<file path="src/design/hlw_pkg.sv">
package hlw_pkg;

   // Operating mode of the watched host
   typedef enum logic [1:0] {
      MODE_IDLE     = 2'd0,
      MODE_BOOTING  = 2'd1,
      MODE_SHUTTING = 2'd2
   } mode_type;

   // Mode selector code that a set-mode command must ignore
   localparam logic [1:0] MODE_SEL_INVALID = 2'd3;

   // Item opcodes
   localparam logic [1:0] OP_TICK     = 2'd0;
   localparam logic [1:0] OP_POLL     = 2'd1;
   localparam logic [1:0] OP_SET_MODE = 2'd2;

   // Event codes reported with each result
   typedef enum logic [3:0] {
      EV_NONE         = 4'd0,
      EV_LEARNED      = 4'd1,
      EV_BOOTED       = 4'd2,
      EV_BOOT_TIMEOUT = 4'd3,
      EV_SHUT_DOWN    = 4'd4,
      EV_PROBE_MISS   = 4'd5,
      EV_REFRESHED    = 4'd6,
      EV_RESOLVE_MISS = 4'd7,
      EV_FREEZE       = 4'd8
   } event_type;

   // Configuration register indexes
   localparam logic [1:0] CSR_PROBE_MISS_LIMIT   = 2'd0;
   localparam logic [1:0] CSR_RESOLVE_MISS_LIMIT = 2'd1;
   localparam logic [1:0] CSR_BOOT_WINDOW        = 2'd2;
   localparam logic [1:0] CSR_SHUTDOWN_WINDOW    = 2'd3;

   // Configuration reset values
   localparam logic [3:0]  PROBE_MISS_LIMIT_RST   = 4'd3;
   localparam logic [3:0]  RESOLVE_MISS_LIMIT_RST = 4'd2;
   localparam logic [15:0] BOOT_WINDOW_RST        = 16'd60000;
   localparam logic [15:0] SHUTDOWN_WINDOW_RST    = 16'd30000;

   localparam logic [15:0] ELAPSED_MAX = 16'hFFFF;

   typedef struct packed {
      logic [3:0]  probe_miss_limit;
      logic [3:0]  resolve_miss_limit;
      logic [15:0] boot_window;
      logic [15:0] shutdown_window;
   } cfg_type;

   typedef struct packed {
      logic [1:0] opcode;
      logic       probe_ok;
      logic       resolve_ok;
      logic       reprobe_ok;
      logic [1:0] new_mode;
   } item_type;

   typedef struct packed {
      mode_type   mode;
      event_type  event_res;
      logic       force_shutdown;
      logic [3:0] probe_misses;
      logic [3:0] resolve_misses;
   } result_type;

endpackage

</file>
<file path="src/design/hlw_csr.sv">
module hlw_csr (
   input  logic             clock,
   input  logic             reset,
   input  logic             csr_valid,
   input  logic [1:0]       csr_index,
   input  logic [15:0]      csr_wdata,
   output logic             csr_ready,
   output hlw_pkg::cfg_type cfg
);

   hlw_pkg::cfg_type cfg_ff;
   hlw_pkg::cfg_type cfg_in;

   // Always able to take a write
   assign csr_ready = 1'b1;
   assign cfg       = cfg_ff;

   // Decode the register index and merge the write data
   always_comb begin
      cfg_in = cfg_ff;
      if (csr_valid) begin
         case (csr_index)
            hlw_pkg::CSR_PROBE_MISS_LIMIT:   cfg_in.probe_miss_limit   = csr_wdata[3:0];
            hlw_pkg::CSR_RESOLVE_MISS_LIMIT: cfg_in.resolve_miss_limit = csr_wdata[3:0];
            hlw_pkg::CSR_BOOT_WINDOW:        cfg_in.boot_window        = csr_wdata;
            hlw_pkg::CSR_SHUTDOWN_WINDOW:    cfg_in.shutdown_window    = csr_wdata;
            default:                         cfg_in = cfg_ff;
         endcase
      end
   end

   always_ff @(posedge clock) begin
      if (reset) begin
         cfg_ff.probe_miss_limit   <= hlw_pkg::PROBE_MISS_LIMIT_RST;
         cfg_ff.resolve_miss_limit <= hlw_pkg::RESOLVE_MISS_LIMIT_RST;
         cfg_ff.boot_window        <= hlw_pkg::BOOT_WINDOW_RST;
         cfg_ff.shutdown_window    <= hlw_pkg::SHUTDOWN_WINDOW_RST;
      end else begin
         cfg_ff <= cfg_in;
      end
   end

endmodule

</file>
<file path="src/design/hlw_engine.sv">
module hlw_engine (
   input  logic                clock,
   input  logic                reset,
   input  logic                step,
   input  hlw_pkg::item_type   item,
   input  hlw_pkg::cfg_type    cfg,
   output hlw_pkg::result_type result
);

   hlw_pkg::mode_type mode_ff, mode_in;
   logic [15:0]       elapsed_ff, elapsed_in;
   logic              known_ff, known_in;
   logic [3:0]        pm_ff, pm_in;
   logic [3:0]        rm_ff, rm_in;

   logic [3:0]         pm_inc;
   logic [3:0]         rm_inc;
   hlw_pkg::event_type ev;
   logic               force_sd;

   assign pm_inc = pm_ff + 4'd1;
   assign rm_inc = rm_ff + 4'd1;

   // Work out the state after the current item
   always_comb begin
      mode_in    = mode_ff;
      elapsed_in = elapsed_ff;
      known_in   = known_ff;
      pm_in      = pm_ff;
      rm_in      = rm_ff;
      ev         = hlw_pkg::EV_NONE;
      force_sd   = 1'b0;
      case (item.opcode)
         hlw_pkg::OP_TICK: begin
            if (elapsed_ff != hlw_pkg::ELAPSED_MAX) begin
               elapsed_in = elapsed_ff + 16'd1;
            end
         end
         hlw_pkg::OP_SET_MODE: begin
            if (item.new_mode != hlw_pkg::MODE_SEL_INVALID) begin
               mode_in    = hlw_pkg::mode_type'(item.new_mode);
               elapsed_in = '0;
            end
         end
         hlw_pkg::OP_POLL: begin
            if (!known_ff) begin
               // learn the address on the first successful resolution
               if (item.resolve_ok) begin
                  known_in = 1'b1;
                  ev       = hlw_pkg::EV_LEARNED;
               end
            end else if (mode_ff == hlw_pkg::MODE_BOOTING) begin
               if (elapsed_ff >= cfg.boot_window) begin
                  ev      = hlw_pkg::EV_BOOT_TIMEOUT;
                  mode_in = hlw_pkg::MODE_IDLE;
               end else if (item.resolve_ok && item.reprobe_ok) begin
                  ev      = hlw_pkg::EV_BOOTED;
                  mode_in = hlw_pkg::MODE_IDLE;
               end
               pm_in = '0;
               rm_in = '0;
            end else if (mode_ff == hlw_pkg::MODE_SHUTTING) begin
               if (elapsed_ff >= cfg.shutdown_window || !item.probe_ok) begin
                  ev      = hlw_pkg::EV_SHUT_DOWN;
                  mode_in = hlw_pkg::MODE_IDLE;
               end
               pm_in = '0;
               rm_in = '0;
            end else if (item.probe_ok) begin
               pm_in = '0;
               rm_in = '0;
            end else if (pm_inc < cfg.probe_miss_limit) begin
               pm_in = pm_inc;
               ev    = hlw_pkg::EV_PROBE_MISS;
            end else begin
               // probe limit reached: judge the re-resolution round
               pm_in = '0;
               if (item.resolve_ok && item.reprobe_ok) begin
                  rm_in = '0;
                  ev    = hlw_pkg::EV_REFRESHED;
               end else if (rm_inc < cfg.resolve_miss_limit) begin
                  rm_in = rm_inc;
                  ev    = hlw_pkg::EV_RESOLVE_MISS;
               end else begin
                  rm_in      = '0;
                  ev         = hlw_pkg::EV_FREEZE;
                  force_sd   = 1'b1;
                  mode_in    = hlw_pkg::MODE_BOOTING;
                  elapsed_in = '0;
               end
            end
         end
         default: ev = hlw_pkg::EV_NONE;
      endcase
   end

   assign result.mode           = mode_in;
   assign result.event_res      = ev;
   assign result.force_shutdown = force_sd;
   assign result.probe_misses   = pm_in;
   assign result.resolve_misses = rm_in;

   // Commit the state when the item moves on
   always_ff @(posedge clock) begin
      if (reset) begin
         mode_ff    <= hlw_pkg::MODE_IDLE;
         elapsed_ff <= '0;
         known_ff   <= 1'b0;
         pm_ff      <= '0;
         rm_ff      <= '0;
      end else if (step) begin
         mode_ff    <= mode_in;
         elapsed_ff <= elapsed_in;
         known_ff   <= known_in;
         pm_ff      <= pm_in;
         rm_ff      <= rm_in;
      end
   end

endmodule

</file>
<file path="src/design/host_liveness_watchdog.sv">
// Channel   Direction  Handshake           Payload
// req_      in         req_valid/req_stall  opcode, probe_ok, resolve_ok, reprobe_ok, new_mode
// rsp_      out        rsp_valid/rsp_stall  mode, event_res, force_shutdown, probe/resolve misses
// csr_      in         csr_valid/csr_ready  csr_index (2 bits), csr_wdata (16 bits)
//
// One item per cycle unless rsp_stall holds the flow; a result passes the input register,
// then the result register, and transfers when rsp_stall is low.
// The watchdog state updates as an item moves from the input register to the result register.
// Synchronous active-high reset clears the state and loads the default configuration.
// A stall on rsp_ holds both stages; req_stall rises only while the input register is full
// and the result register cannot drain.
module host_liveness_watchdog (
   input  logic        clock,
   input  logic        reset,
   input  logic        req_valid,
   output logic        req_stall,
   input  logic [1:0]  req_opcode,
   input  logic        req_probe_ok,
   input  logic        req_resolve_ok,
   input  logic        req_reprobe_ok,
   input  logic [1:0]  req_new_mode,
   output logic        rsp_valid,
   input  logic        rsp_stall,
   output logic [1:0]  rsp_mode,
   output logic [3:0]  rsp_event_res,
   output logic        rsp_force_shutdown,
   output logic [3:0]  rsp_probe_misses,
   output logic [3:0]  rsp_resolve_misses,
   input  logic        csr_valid,
   output logic        csr_ready,
   input  logic [1:0]  csr_index,
   input  logic [15:0] csr_wdata
);

   hlw_pkg::cfg_type    cfg;
   hlw_pkg::item_type   item_ff, item_in;
   hlw_pkg::result_type result, result_ff;
   logic                in_valid_ff, in_valid_in;
   logic                rsp_valid_ff, rsp_valid_in;
   logic                advance;
   logic                load_in;

   hlw_csr u_csr (
      .clock     (clock),
      .reset     (reset),
      .csr_valid (csr_valid),
      .csr_index (csr_index),
      .csr_wdata (csr_wdata),
      .csr_ready (csr_ready),
      .cfg       (cfg)
   );

   hlw_engine u_engine (
      .clock  (clock),
      .reset  (reset),
      .step   (in_valid_ff && advance),
      .item   (item_ff),
      .cfg    (cfg),
      .result (result)
   );

   // Advance when the result register is empty or being drained
   assign advance   = !rsp_valid_ff || !rsp_stall;
   assign req_stall = in_valid_ff && !advance;
   assign load_in   = req_valid && !req_stall;

   assign item_in.opcode     = req_opcode;
   assign item_in.probe_ok   = req_probe_ok;
   assign item_in.resolve_ok = req_resolve_ok;
   assign item_in.reprobe_ok = req_reprobe_ok;
   assign item_in.new_mode   = req_new_mode;

   assign in_valid_in  = load_in || (in_valid_ff && !advance);
   assign rsp_valid_in = advance ? in_valid_ff : 1'b1;

   // Hold valid flags
   always_ff @(posedge clock) begin
      if (reset) begin
         in_valid_ff  <= 1'b0;
         rsp_valid_ff <= 1'b0;
      end else begin
         in_valid_ff  <= in_valid_in;
         rsp_valid_ff <= rsp_valid_in;
      end
   end

   // Capture payloads
   always_ff @(posedge clock) begin
      if (load_in) begin
         item_ff <= item_in;
      end
      if (advance && in_valid_ff) begin
         result_ff <= result;
      end
   end

   assign rsp_valid          = rsp_valid_ff;
   assign rsp_mode           = result_ff.mode;
   assign rsp_event_res      = result_ff.event_res;
   assign rsp_force_shutdown = result_ff.force_shutdown;
   assign rsp_probe_misses   = result_ff.probe_misses;
   assign rsp_resolve_misses = result_ff.resolve_misses;

   // Force-shutdown pulses only with a freeze
   a_force_freeze : assert property (@(posedge clock) disable iff (reset)
      rsp_valid |-> (rsp_force_shutdown == (rsp_event_res == hlw_pkg::EV_FREEZE)))
      else $error("force_shutdown out of step with freeze event");

   // A freeze leaves the host booting with clear counters
   a_freeze_state : assert property (@(posedge clock) disable iff (reset)
      (rsp_valid && rsp_force_shutdown) |->
         (rsp_mode == hlw_pkg::MODE_BOOTING && rsp_probe_misses == 4'd0
          && rsp_resolve_misses == 4'd0))
      else $error("freeze result with wrong mode or counters");

   // Escalation events only arise in idle mode
   a_idle_events : assert property (@(posedge clock) disable iff (reset)
      (rsp_valid && (rsp_event_res == hlw_pkg::EV_PROBE_MISS
                     || rsp_event_res == hlw_pkg::EV_REFRESHED
                     || rsp_event_res == hlw_pkg::EV_RESOLVE_MISS))
         |-> (rsp_mode == hlw_pkg::MODE_IDLE))
      else $error("escalation event outside idle mode");

   // Stall the input only with an item waiting
   a_stall_held : assert property (@(posedge clock) disable iff (reset)
      req_stall |-> (in_valid_ff && rsp_valid_ff))
      else $error("input stalled with nothing buffered");

endmodule
</file>
<file path="config.mk">
export PLATFORM = sky130hd
export DESIGN_NAME = host_liveness_watchdog
export DESIGN_NICKNAME = d
export VERILOG_FILES = /design/src/design/hlw_pkg.sv /design/src/design/hlw_csr.sv /design/src/design/hlw_engine.sv /design/src/design/host_liveness_watchdog.sv
export SDC_FILE = /design/constraint.sdc
export NUM_CORES = 1
export LEC_CHECK = 0
export BUFFER_PORTS_ARGS = -buffer_cell sky130_fd_sc_hd__buf_4
export CAP_MARGIN = 20
export CORE_MARGIN = 4
export CORE_UTILIZATION = 40
export DETAILED_ROUTE_END_ITERATION = 12
export GPL_TIMING_DRIVEN = 0
export SYNTH_ARGS = -nofsm -noshare
export SYNTH_HDL_FRONTEND = slang
export SYNTH_SLANG_ARGS = --single-unit
</file>
<file path="constraint.sdc">
create_clock -name clock -period 6.3 [get_ports clock]
set_input_delay 0.315 -clock clock [delete_from_list [all_inputs] [get_ports clock]]
set_output_delay 0.315 -clock clock [all_outputs]
set_load 0.01 [all_outputs]
</file>
# Word level (Yosys, flattened, before mapping)
# Index checks and enable logic that the tools add are counted.
word_totals:
  elab_cells: 121
  mem_count: 0
  romBits: 0
  in_bits: 30
  ramBits: 0
  latchBits: 0
  register_bits: 91
op_classes:
  n_addsub: 3
  multipliers: 0
  mux: 51
  n_reduce_logical: 22
  magnitude_cmp: 4
  shifts: 0
  eq_ne: 18
  bitwise: 2
  n_div: 0
ops:
  columns: ["op", "n"]
  rows:
  - ["2-to-1 mux 16 bit", 9]
  - ["2-to-1 mux 4 bit", 22]
  - ["one-hot mux 16 bit (3 select lines)", 1]
  - ["greater-or-equal comparator 16 bit", 2]
  - ["2-to-1 mux 2 bit", 12]
  - ["adder 16 x 1 -> 16 bit, second input constant", 1]
  - ["!= test 16 bit, second input constant", 1]
  - ["!= test 2 bit, second input constant", 7]
  - ["AND reduction 11 bit", 1]
  - ["AND reduction 2 bit", 5]
  - ["adder 4 x 1 -> 4 bit, second input constant", 2]
  - ["== test 2 bit, second input constant", 4]
  - ["< comparator 4 bit", 2]
  - ["OR reduction 7 bit", 1]
  - ["== test 2 x 1 -> 1 bit, second input constant", 3]
  - ["!= test 2 x 1 -> 1 bit, second input constant", 3]
  - ["logical NOT 1 bit", 5]
  - ["2-to-1 mux 1 bit", 5]
  - ["logical AND 1 bit", 4]
  - ["logical NOT 2 bit", 2]
  - ["one-hot mux 2 bit (2 select lines)", 1]
  - ["logical OR 1 bit", 3]
  - ["2-to-1 mux 3 bit", 1]
  - ["nonzero test 3 bit", 1]
  - ["NOT 1 bit", 2]

# Longest topological paths before layout
depth:
  depth_word: 10
  mapped_depth: 12

# Hierarchy
# From an unflattened synthesis, not the netlist that was laid out.
hier_totals:
  cells_unflattened: 566
  hier_area_um2: 5200.0
by_module_without_submodules:
  columns: ["mod", "n_inst", "cells_per_inst", "area_each_um2"]
  rows:
  - ["hlw_engine", 1, 370, 2806.4]
  - ["hlw_csr", 1, 164, 1646.6]
  - ["host_liveness_watchdog", 1, 32, 747.0]

# Worst setup path before layout
# OpenSTA, ideal clock, no wires.
synth_timing:
  kind: "reg2reg"
  from: "reg u_engine.rm_ff[2]"
  to: "reg u_engine.elapsed_ff[4]"
  t_arrival_ns: 2.490
  synth_period_minus_slack_ns: 2.593
  path_buffers: 1
  slack_ns: 3.707
  stages_incl_launch_ff: 12
  cell_sequence: "dfxtp_1 -> clkbuf_1 -> nand3_1 -> xor2_1 -> inv_1 -> ha_1 -> or3_1 -> o221a_2 -> a31oi_4 -> nor3b_4 -> mux2i_1 -> a2111oi_2"
synth_between:
  elab_chain_cells: 4
synth_rtl:
  columns: ["element", "line_no", "source"]
  rows:
  - ["from (decl)", "hlw_engine.sv:14", "logic [3:0] rm_ff, rm_in;"]
  - ["from (signal assigned)", "hlw_engine.sv:116", "rm_ff <= rm_in;"]
  - ["adder 4 x 1 -> 4 bit", "hlw_engine.sv:22", "assign rm_inc = rm_ff + 4'd1;"]
  - ["< comparator 4 bit", "hlw_engine.sv:81", "end else if (rm_inc < cfg.resolve_miss_limit) begin"]
  - ["!= test 2 bit (no source line)", null, null]
  - ["AND reduction 11 bit (no source line)", null, null]
  - ["to (signal assigned)", "hlw_engine.sv:113", "elapsed_ff <= elapsed_in;"]
  - ["to (decl)", "hlw_engine.sv:11", "logic [15:0] elapsed_ff, elapsed_in;"]
# No other way between the ends.
# A chain may end at the register's enable or synchronous reset.

# Worst setup path in the final report
layout_timing:
  from: "reg u_engine.rm_ff[2]"
  to: "reg u_engine.elapsed_ff[15]"
# Same word-level chain as after synthesis.

==> results.toml <==
[sta]
drv_slew = 0
worst_slew_pin_slew_ns = 0.768
rsz0062_at_grt = "no"
slew_headroom_pct = 48.7
max_clock_freq_mhz = 334
fin_skew_ns = 0.00609
fin_tns_setup_ns = 0
finalHoldViolCount = 0
setup_violations = 0
worst_slack_ns = 3.31
finalCritPeriodShare_pct = 47.5
hold_ws_ns = 0.140
period_minus_slack_ns = 2.99

[global_route]
grt_max_degree = 15
grt_pass1_wl_um = 19900
grtUsageTotal_pct = 17.7
grt_pass1_vias = 4035
antenna_found_initial = 0
grt-ovfl-total = 0

[worst_setup_path]
cp_num_buf_inv = 3
crit_family = "compound AO/OA/AOI/OAI gates"
crit_type = "reg -> reg"
cp_slowest_cell = "a31oi_4"
cp.arrival_ns = 3.27
cp.required_ns = 6.58
r2r-start = "u_engine.rm_ff[2]"
worstPathMaxFanout = 8
endpoint_kind = "register"
crit_start = "u_engine.rm_ff[2]"
start_kind = "register"
max_stage_delay_ns = 0.36
cp_cell_sequence = "clkbuf_1 -> nand3_1 -> xor2_1 -> inv_1 -> ha_1 -> or3_1 -> o221a_2 -> a31oi_4 -> or2_1 -> buf_4 -> o21ai_2 -> nor2_1"

[floorplan]
core-area_um2 = 12000
die_h_um = 118
die_area_um2 = 14000
floorplan.initialDensity_pct = 40.7
die_w_um = 118
rows = 40
io_pins = 48

[synthesis]
netlist_area_um2 = 4870
ys_seq_area_share_pct = 42.0
avgSynthCellArea_um2 = 8.75
ys_async_sr_fraction_pct = 0
synth_warnings = 0
syn_nets = 631
yosysUniqueCellTypes = 64
ys.flop_type = "dfxtp_1"
synth_edf_count = 22
ys_ff_latch = 91
postSynthCellCount = 556

[placement]
post-dp-hpwl_um = 9050
gp_congestion = 0.891
placedInstanceArea_um2 = 5390
dp_slack_ns = 3.37
numPortBuffers = 44
dp.cells = 748

[drt]
via_count = 4139
wl_met2_um = 5560
met1_length_um = 5830
highest_layer = "met4"
drt-total-wl_um = 12000
route.met3.wl_um = 436
drtAntennaViolNets = 0
drc = 0
wl_per_cell_um = 15.8
drt-vias-per-instance = 5.42
drtIter0Drc = 217
drtPass1Iterations = 4

[job]
cap_violations = 0

[finish]
fin_cells = 764
final_common_cell = "nand2_1"
nets = 687
final_core_utilization_pct = 47.7
n_antenna_cell = 0
drive_gt1_share_pct = 11.8
nFillCells = 1192
area_growth_pct = 17.2
layout_common_cells = "nand2_1, dfxtp_1, inv_1, a21oi_1, buf_4"
fin_area_um2 = 5710

[pwr]
p_leak_nw = 2.34
p_per_area_nw_per_um2 = 229
power.total_mw = 1.31
vdd_drop_max_mv = 0.114

[clocking]
holdBufCountCts = 0
post_cts.repair.setup_buffers = 0
cts_tree = "yes"
clkSinkCount = 91
h-tree-depth = 3
cts_root_buffer = "clkbuf_16"
clk_pin_slew_ns = 0.07
numCtsBuffers = 9
clock_latency_ns = 0.35
clockBufferDepth = 2
cts_resized = 0

[status]
status = "complete, no violations"

[worst_hold_path]
min_from = "req_opcode[0]"
hold_class = "in -> reg"
[where the power goes]
part	switching [mW]	internal, mW	leakage, nW
Clock	0.227	0.339	0.158
Combinational	0.0712	0.0445	1.40
Sequential	0.00933	0.616	0.773
Total	0.308	1.00	2.34
[Yosys cell counts, types with 3 or more instances]
cell type | instances | area share [%]
nand2_1 | 90 | 6.9
dfxtp_1 | 69 | 28
a21oi_1 | 49 | 5.0
inv_1 | 49 | 3.8
ha_1 | 45 | 12
nor2_1 | 34 | 2.6
edfxtp_1 | 22 | 14
o21ai_0 | 21 | 2.2
clkbuf_1 | 18 | 1.4
o211ai_1 | 17 | 2.6
nand3_1 | 13 | 1.3
and3_1 | 7 | 0.90
nand2b_1 | 7 | 0.90
a31oi_1 | 6 | 0.77
nand4_1 | 6 | 0.77
nor4_1 | 6 | 0.77
o21ai_1 | 6 | 0.62
xnor2_1 | 6 | 1.1
and4_1 | 5 | 0.90
mux2i_1 | 5 | 1.0
nor2b_1 | 5 | 0.64
or3_1 | 5 | 0.64
nand3b_1 | 4 | 0.62
xor2_1 | 4 | 0.72
a22o_1 | 3 | 0.54
nor3_1 | 3 | 0.31
o21a_1 | 3 | 0.46
[worst paths after layout]
| check | cells after the start | slack [ns] | end |
|---|---|---|---|
| worst max-delay path | 12 | 3.31 | u_engine.elapsed_ff[15] |
| worst min-delay path | 1 | 0.14 | item_ff[5] |
| worst max register to register | 12 | 3.31 | u_engine.elapsed_ff[15] |
| worst min register to register | 2 | 0.46 | u_csr.cfg[26] |
[registers in the layout (all words and copies together), names as in the netlist, 4 cells and up]
register	cells
u_csr.cfg	40
rsp_event_res	4
rsp_resolve_misses	4
u_engine.rm_ff	4
u_engine.pm_ff	4
u_engine.elapsed_ff	16
rsp_probe_misses	4
item_ff	7
[metal layers]
metal	GRT usage, %	vias up
met5	0	-
met4	6.89	0
met3	3.64	17
li1	-	2083
met1	22.7	1947
met2	29.2	92
[cell type report]
class | count | area, um2 | share of cell area, %
Buffer | 20 | 82.6 | 1.45
Clock buffer | 11 | 264 | 4.63
Clock inverter | 5 | 48.8 | 0.855
Inverter | 49 | 184 | 3.22
Multi-Input combinational cell | 396 | 2560 | 44.8
Sequential cell | 91 | 2040 | 35.8
Tap cell | 147 | 184 | 3.22
Timing Repair Buffer | 45 | 342 | 5.99
[cells by family after synthesis]
kind of cell / after synthesis / synth area share (%)
AND/OR/NAND/NOR: 199 / 19.9
AO/OA/AOI/OAI: 136 / 18.1
flip-flops: 91 / 42.0
buffers and inverters: 69 / 5.48
adder cells (fa/ha/maj): 45 / 11.6
XOR/XNOR: 10 / 1.80
multiplexers: 5 / 1.03
other: 1 / 0.0770
Note: power is estimated with default switching activity, not from simulation.
